### config.mk
export PLATFORM = sky130hd
export DESIGN_NAME = cartridge_bank_controller_top
export DESIGN_NICKNAME = d
export VERILOG_FILES = /design/src/cbc_pkg.sv /design/src/cbc_decode.sv /design/src/cartridge_bank_controller_top.sv
export SDC_FILE = /design/constraint.sdc
export NUM_CORES = 1
export LEC_CHECK = 0
export BUFFER_PORTS_ARGS = -buffer_cell sky130_fd_sc_hd__buf_2
export CORE_MARGIN = 10
export CORE_UTILIZATION = 55
export CTS_CLUSTER_SIZE = 28
export DETAILED_ROUTE_END_ITERATION = 12
export GPL_TIMING_DRIVEN = 0
export PLACE_DENSITY = 0.76
export SYNTH_ARGS = -nofsm -noshare
export SYNTH_HDL_FRONTEND = slang
export SYNTH_HIERARCHICAL = 1
export SYNTH_SLANG_ARGS = --single-unit
### constraint.sdc
create_clock -name clk -period 3 [get_ports clk]
set_clock_uncertainty 0.15 [all_clocks]
set_input_delay 0.9 -clock clk [delete_from_list [all_inputs] [get_ports clk]]
set_output_delay 0.9 -clock clk [all_outputs]
set_load 0.05 [all_outputs]
### src/cbc_pkg.sv
package cbc_pkg;

	// controller kinds; every other code banks nothing
	localparam logic [2:0] CT_NONE = 3'd0;
	localparam logic [2:0] CT_MBC1 = 3'd1;
	localparam logic [2:0] CT_MBC2 = 3'd2;
	localparam logic [2:0] CT_MBC3 = 3'd3;
	localparam logic [2:0] CT_MBC5 = 3'd5;

	localparam logic OP_READ  = 1'b0;
	localparam logic OP_WRITE = 1'b1;

	// register window picked by address bits 14:13
	localparam logic [1:0] REG_ENABLE = 2'd0;
	localparam logic [1:0] REG_BANK   = 2'd1;
	localparam logic [1:0] REG_RAM    = 2'd2;
	localparam logic [1:0] REG_MODE   = 2'd3;

	localparam int BANK_FIELD_W = 9;
	localparam int ROM_ADDR_W   = 24;
	localparam int BANK_SHIFT   = 14;
	localparam int BLOCK_SHIFT  = 19;

	localparam logic [7:0] CLK_MAP_LO = 8'h08;
	localparam logic [7:0] CLK_MAP_HI = 8'h0C;
	localparam logic [7:0] LATCH_CMD  = 8'h01;

	typedef struct packed {
		logic [1:0] upper_blk;
		logic [3:0] ram_win;
		logic       mode;
		logic [3:0] clock_map;
	} cbc_aux_t;

endpackage

### src/cbc_decode.sv
module cbc_decode #(
	parameter int ROM_BANK_BITS = 9
) (
	input  logic [2:0]               ctrl_type,
	input  logic                     operation,
	input  logic [14:0]              address,
	input  logic [7:0]               value,
	input  logic [ROM_BANK_BITS-1:0] bank_q,
	input  cbc_pkg::cbc_aux_t        aux_q,
	output logic [ROM_BANK_BITS-1:0] bank_d,
	output cbc_pkg::cbc_aux_t        aux_d,
	output logic [23:0]              rom_address,
	output logic                     clock_latch
);
	import cbc_pkg::*;

	logic [BANK_FIELD_W-1:0]  bank_ext;
	logic [BANK_FIELD_W-1:0]  bank_raw;
	logic [ROM_BANK_BITS-1:0] bank_masked;
	logic                     bank_wr;

	assign bank_ext    = BANK_FIELD_W'(bank_q);
	assign bank_masked = bank_raw[ROM_BANK_BITS-1:0];

	always_comb begin
		aux_d       = aux_q;
		bank_wr     = 1'b0;
		bank_raw    = '0;
		clock_latch = 1'b0;
		if (operation == OP_WRITE && address[14:13] != REG_ENABLE) begin
			case (ctrl_type)
				CT_MBC1: begin
					case (address[14:13])
						REG_BANK: begin
							bank_wr  = 1'b1;
							bank_raw = BANK_FIELD_W'(value[4:0]);
						end
						REG_RAM: begin
							if (aux_q.mode) begin
								aux_d.ram_win = {2'b00, value[1:0]};
							end else begin
								aux_d.upper_blk = value[1:0];
							end
						end
						default: begin
							if (value[0]) begin
								aux_d.mode = 1'b1;
								bank_wr    = 1'b1;
								bank_raw   = BANK_FIELD_W'(bank_ext[4:0]);
							end else begin
								aux_d.mode    = 1'b0;
								aux_d.ram_win = '0;
							end
						end
					endcase
				end
				CT_MBC2: begin
					if (address[14:13] == REG_BANK) begin
						bank_wr  = 1'b1;
						bank_raw = BANK_FIELD_W'(value[3:0]);
					end
				end
				CT_MBC3: begin
					case (address[14:13])
						REG_BANK: begin
							bank_wr  = 1'b1;
							bank_raw = BANK_FIELD_W'(value[6:0]);
						end
						REG_RAM: begin
							if (value inside {[CLK_MAP_LO:CLK_MAP_HI]}) begin
								aux_d.clock_map = value[3:0];
							end else begin
								aux_d.ram_win   = {2'b00, value[1:0]};
								aux_d.clock_map = '0;
							end
						end
						default: begin
							clock_latch = (value == LATCH_CMD);
						end
					endcase
				end
				CT_MBC5: begin
					case (address[14:13])
						REG_BANK: begin
							bank_wr = 1'b1;
							// low half sets bits 7:0, upper half sets bit 8
							if (!address[12]) begin
								bank_raw = {bank_ext[8], value};
							end else begin
								bank_raw = {value[0], bank_ext[7:0]};
							end
						end
						REG_RAM: begin
							aux_d.ram_win = value[3:0];
						end
						default: ;
					endcase
				end
				default: ;
			endcase
		end
	end

	always_comb begin
		bank_d = bank_q;
		if (bank_wr) begin
			bank_d = (bank_masked == '0) ? ROM_BANK_BITS'(1) : bank_masked;
		end
	end

	always_comb begin
		rom_address = '0;
		if (operation == OP_READ) begin
			if (!address[14]) begin
				rom_address = ROM_ADDR_W'(address);
			end else begin
				rom_address = (ROM_ADDR_W'(bank_q) << BANK_SHIFT)
					+ (ROM_ADDR_W'(aux_q.upper_blk) << BLOCK_SHIFT)
					+ ROM_ADDR_W'(address[13:0]);
			end
		end
	end

endmodule

### src/cartridge_bank_controller_top.sv
// cartridge bank controller
// each input item is one bus access to the 32 KiB ROM area: operation 0 is a
// read, which comes back as the physical ROM byte address; operation 1 is a
// write to the banking registers, decoded by the configured controller type.
// every item gives exactly one result item carrying the ROM address (zero for
// writes), the RAM window bank and clock register map after the access, and
// the clock latch request.
// cfg_wr_en / cfg_wr_data set the controller type; write it only while idle.
// an item passes from the input register through the decode into the result
// register. throughput: one item per cycle while the receiver does not stall;
// the banking state updates as an item moves to the result register, so the
// following item already sees it.
// when the receiver stalls, the result holds and the input register still
// takes one more item; in_ready drops once both registers are full.
// reset clears the type to none, the ROM bank to one and all other banking
// state to zero; both pipeline registers come up empty.
module cartridge_bank_controller_top #(
	parameter int ROM_BANK_BITS = 9
) (
	input  logic        clk,
	input  logic        arst_n,
	input  logic        cfg_wr_en,
	input  logic [2:0]  cfg_wr_data,
	input  logic        in_valid,
	output logic        in_ready,
	input  logic        operation,
	input  logic [14:0] address,
	input  logic [7:0]  value,
	output logic        out_valid,
	input  logic        out_ready,
	output logic [23:0] rom_address,
	output logic [3:0]  ram_window_bank,
	output logic [3:0]  clock_map,
	output logic        clock_latch
);
	import cbc_pkg::*;

	logic [2:0]               ctrl_type_q;
	logic [ROM_BANK_BITS-1:0] bank_q;
	logic [ROM_BANK_BITS-1:0] bank_d;
	cbc_aux_t                 aux_q;
	cbc_aux_t                 aux_d;

	logic        valid_s1;
	logic        op_s1;
	logic [14:0] addr_s1;
	logic [7:0]  value_s1;

	logic        valid_s2;
	logic [23:0] rom_address_s2;
	logic [3:0]  ram_win_s2;
	logic [3:0]  clock_map_s2;
	logic        latch_s2;

	logic [23:0] rom_address_d;
	logic        latch_d;
	logic        s2_free;
	logic        s1_adv;

	assign s2_free  = !valid_s2 || out_ready;
	assign s1_adv   = valid_s1 && s2_free;
	assign in_ready = !valid_s1 || s2_free;

	always_ff @(posedge clk or negedge arst_n) begin
		if (!arst_n) begin
			ctrl_type_q <= CT_NONE;
		end else if (cfg_wr_en) begin
			ctrl_type_q <= cfg_wr_data;
		end
	end

	always_ff @(posedge clk or negedge arst_n) begin
		if (!arst_n) begin
			valid_s1 <= 1'b0;
		end else if (in_ready) begin
			valid_s1 <= in_valid;
		end
	end

	always_ff @(posedge clk) begin
		if (in_ready && in_valid) begin
			op_s1    <= operation;
			addr_s1  <= address;
			value_s1 <= value;
		end
	end

	cbc_decode #(
		.ROM_BANK_BITS(ROM_BANK_BITS)
	) u_decode (
		.ctrl_type   (ctrl_type_q),
		.operation   (op_s1),
		.address     (addr_s1),
		.value       (value_s1),
		.bank_q      (bank_q),
		.aux_q       (aux_q),
		.bank_d      (bank_d),
		.aux_d       (aux_d),
		.rom_address (rom_address_d),
		.clock_latch (latch_d)
	);

	// banking state commits with the item that changed it
	always_ff @(posedge clk or negedge arst_n) begin
		if (!arst_n) begin
			bank_q <= ROM_BANK_BITS'(1);
			aux_q  <= '0;
		end else if (s1_adv) begin
			bank_q <= bank_d;
			aux_q  <= aux_d;
		end
	end

	always_ff @(posedge clk or negedge arst_n) begin
		if (!arst_n) begin
			valid_s2 <= 1'b0;
		end else if (s2_free) begin
			valid_s2 <= valid_s1;
		end
	end

	always_ff @(posedge clk) begin
		if (s1_adv) begin
			rom_address_s2 <= rom_address_d;
			ram_win_s2     <= aux_d.ram_win;
			clock_map_s2   <= aux_d.clock_map;
			latch_s2       <= latch_d;
		end
	end

	assign out_valid       = valid_s2;
	assign rom_address     = rom_address_s2;
	assign ram_window_bank = ram_win_s2;
	assign clock_map       = clock_map_s2;
	assign clock_latch     = latch_s2;

	a_bank_nonzero: assert property (@(posedge clk) disable iff (!arst_n)
		bank_q != '0)
		else $error("rom bank register holds zero");

	a_state_hold: assert property (@(posedge clk) disable iff (!arst_n)
		!s1_adv |=> $stable(bank_q) && $stable(aux_q))
		else $error("banking state changed without an item");

	a_clock_map_range: assert property (@(posedge clk) disable iff (!arst_n)
		aux_q.clock_map == 4'd0 || (aux_q.clock_map >= 4'd8 && aux_q.clock_map <= 4'd12))
		else $error("clock map out of range");

	a_latch_source: assert property (@(posedge clk) disable iff (!arst_n)
		s1_adv && latch_d |-> op_s1 == OP_WRITE && ctrl_type_q == CT_MBC3)
		else $error("clock latch outside a type-3 write");

	a_write_addr_zero: assert property (@(posedge clk) disable iff (!arst_n)
		s1_adv && op_s1 == OP_WRITE |=> rom_address_s2 == '0)
		else $error("write item produced a rom address");

endmodule
==> results.py <==
metrics = {
    "outcome": {
        "status": "complete, no violations",
    },
    "sta": {
        "max-slew-margin-rel_pct": 17.0,
        "grt_setup_unrepaired": "false",
        "period_needed_ns": 2.52,
        "finalSetupViolations": 0,
        "finalHoldViolCount": 0,
        "timing.final.crit_share_pct": 83.9,
        "fmaxAchievable_ghz": 0.397,
        "timing.setup.tns_ns": 0,
        "finalMaxSlewViolations": 0,
        "worstMarginPinSlew_ns": 1.24,
    },
    "clocking": {
        "numCtsBuffers": 9,
        "worst_skew_pair.late_latency_ns": 0.35,
        "htree_levels": 3,
        "cts-root-buf": "clkbuf_8",
        "cts_hold_buffers": 0,
        "postCtsSetupRepairBufs": 0,
        "clkTransAtPathRegs_ns": 0.08,
        "cts.path.max_buffers": 2,
        "post_cts_resized": 0,
        "tritoncts_clock_tree": "done",
        "numClockSinks": 82,
    },
    "finish": {
        "post_route_cells_drive_above_1_share_pct": 35.8,
        "num_antenna_cells": 0,
        "areaGrowthSynthToFinish_pct": 16.8,
        "utilization_of_the_core_after_routing_pct": 66.5,
        "layout.nets": 394,
    },
    "route": {
        "firstDrtPassIters": 4,
        "routed_via_density": 5.53,
        "num_vias": 2520,
        "postRouteWirelength_mm": 7.76,
        "route.antenna.remaining_nets": 0,
        "post-route-drc-count": 0,
        "avgRoutedWirePerCell_um": 17.0,
        "detailedRoute.firstIterationViolations": 162,
    },
    "synth": {
        "synth_seq_cells": 82,
        "synth-main-ff-cell": "edfxtp_1",
        "synth_enable_flop_cells": 57,
        "synth.area.mux_share_pct": 11.0,
        "yosys_warnings": 6,
        "synthDistinctLibCells": 57,
        "yosys.area_share.simple_pct": 13.0,
        "post_synth_adder_cell_area_pct": 2.44,
        "synth_compound_gate_area_share_pct": 9.84,
        "synth_top_family_by_area": "simple AND/OR/NAND/NOR gates",
        "count_of_mapped_cells_out_of_synthesis": 278,
        "syn_nets": 317,
        "synth_xor_xnor_area_share_pct": 0.450,
        "seq_area_frac_synth_pct": 60.1,
        "syn_area_um2": 3890,
        "syn_area_per_cell_um2": 14.0,
        "postSynth.asyncResetShare_pct": 30.5,
    },
    "global_route": {
        "grt_antenna_before_repair": 0,
        "grt_start_max_net_pins": 34,
        "vias_in_the_first_global_route": 2562,
        "grt_pass1_wl_mm": 12.6,
        "grt-ovfl-total": 0,
        "gr-usage-all-layers_pct": 14.3,
    },
    "die": {
        "die-width_um": 104,
        "rows": 30,
        "initial_core_util_pct": 56.9,
        "num_io_pins": 67,
        "floorplan.die.height_um": 104,
        "core_region_area_um2": 6830,
        "dieArea_um2": 10800,
    },
    "placed_design": {
        "numPortBuffers": 66,
        "gp_congestion": 0.886,
        "dp_hpwl_mm": 5.62,
    },
    "power_and_ir_drop": {
        "cellLeakagePower_nw": 1.90,
        "vdd.ir_drop.worst_mv": 0.336,
        "power.density_nw_per_um2": 621,
        "fin_total_pwr_w": 0.00282,
    },
    "min_path": {
        "worstHoldPathType": "reg -> reg",
    },
    "critical_path": {
        "cpMaxStageDelayCell": "edfxtp_1",
        "worst_path_dominant_cell_family": "compound AO/OA/AOI/OAI gates",
        "critPathMaxFanout": 10,
        "setup.worst_path.class": "reg -> reg",
        "worstSetupEndpointType": "register",
        "timing.critical_path.slowest_cell_delay_ns": 0.43,
        "worst_ep_required_time_ns": 3.09,
        "path_buf_inv": 2,
        "cp-start-kind": "register",
        "worst_ep_arrival_time_ns": 2.60,
        "timing.critical_path.cells": "inv_1 -> ha_1 -> buf_2 -> nor2_1 -> a311oi_1 -> o21ai_1 -> nand3_1 -> a221o_1 -> mux2_4",
    },
    "run": {
        "drv.max_cap_violation_count": 0,
    },
}
[routing by layer]
layer / up-vias / global-route usage [%] / routed length, µm
met5: - / 0 / 0
met3: 10 / 3.59 / 438
met2: 82 / 22.4 / 3710
li1: 1199 / - / -
met1: 1229 / 18.2 / 3480
met4: 0 / 6.66 / 130
[logic make-up (layout without fill, tap and decap cells)]
| logic type | count (synthesis) | in the layout |
|---|---|---|
| AO/OA/AOI/OAI | 50 | 50 |
| XOR/XNOR | 2 | 2 |
| multiplexers | 32 | 32 |
| AND/OR/NAND/NOR | 85 | 85 |
| flip-flops | 82 | 82 |
| buffers and inverters | 20 | 102 |
| adder cells (fa/ha/maj) | 7 | 7 |
[cells in the mapped netlist (2+ instances only)]
master    number  area share, %
and2_1         7            1.1
o31ai_1        2           0.39
o21ai_1        3           0.39
a22oi_1        4           0.77
ha_1           6            1.9
inv_1          7           0.68
and4_1         2           0.45
clkbuf_1       3           0.29
o21ai_0        6           0.77
a32o_1         8            2.1
dfrtp_1       24             15
nor2_1        17            1.6
nand2_1       13            1.3
a21oi_1        6           0.77
a221o_1        2           0.51
a222oi_1       2           0.51
mux2_2         9            2.6
nand2b_1       6           0.97
and4b_1        2           0.51
a22o_1         3           0.68
mux2i_1        2           0.51
nand3_1        5           0.64
edfxtp_1      57             44
buf_6          5            1.4
nand3b_1       2           0.39
o21a_1         2           0.39
mux2_4        19            7.3
mux2_1         2           0.58
nor3_1         2           0.26
buf_2          4           0.51
a32oi_1        2           0.45
xnor2_1        2           0.45
nor2b_1       18            2.9
[cell usage in the layout, fill, tap and decap left out, drive strengths merged, types with 4 or more instances in the layout]
master  count
a21oi       6
a22oi       4
a32o        8
and2        8
buf        76
clkbuf     12
clkinv      4
dfrtp      24
edfxtp     57
ha          6
inv         8
mux2       30
nand2      14
nand2b      7
nand3       5
nor2       17
nor2b      19
o21ai       9
[where the power goes]
group,internal [W],switching [W],leakage (nW)
Clock,0.000390,0.000406,0.0998
Sequential,0.00136,0.0000827,0.887
Combinational,0.000234,0.000350,0.911
Total,0.00198,0.000839,1.90
[final timing paths]
path / startpoint / endpoint / slack (ns) / cells after the start
hold reg to reg: aux_q[3] / aux_q[3] / 0.37 / 1
max in group asynchronous: arst_n / bank_q[7] / 1.90 / 1
min in group asynchronous: arst_n / aux_q[3] / 0.40 / 1
setup reg to reg: addr_s1[14] / aux_q[5] / 0.48 / 9
hold / removal: aux_q[3] / aux_q[3] / 0.37 / 1
setup / recovery: addr_s1[14] / aux_q[5] / 0.48 / 9
[through the flow]
step / setup WS (ns) / hold slack [ns] / std cells / area, µm²
3_5_place_dp: 0.159 / 0.349 / 440 / 4340
2_1_floorplan: 0.414 / 0.330 / 278 / 3890
3_3_place_gp: 0.195 / 0.340 / 440 / 4340
6_report: 0.484 / 0.373 / 456 / 4540
4_1_cts: 0.484 / 0.373 / 456 / 4540
5_1_grt: 0.325 / 0.391 / 456 / 4540
[state kept, by name, summed over array words and instances, names as in the netlist]
| signal | cells |
|---|---|
| out_valid | 1 |
| op_s1 | 1 |
| clock_latch | 1 |
| clock_map | 4 |
| aux_q | 11 |
| rom_address | 24 |
| ctrl_type_q | 3 |
| ram_window_bank | 4 |
| value_s1 | 8 |
| valid_s1 | 1 |
| addr_s1 | 15 |
| bank_q | 9 |
[area by class of cell]
| class | instances | area, µm² |
|---|---|---|
| inverters | 7 | 26.3 |
| flip-flops and latches | 82 | 2340 |
| well taps | 96 | 120 |
| repair buffers | 66 | 330 |
| multi-input cells | 176 | 1430 |
| clock buffers | 9 | 124 |
| fillers | 534 | 2290 |
| clock inverters | 7 | 77.6 |
| plain buffers | 13 | 95.1 |
Power figures use the tool's default switching activity.
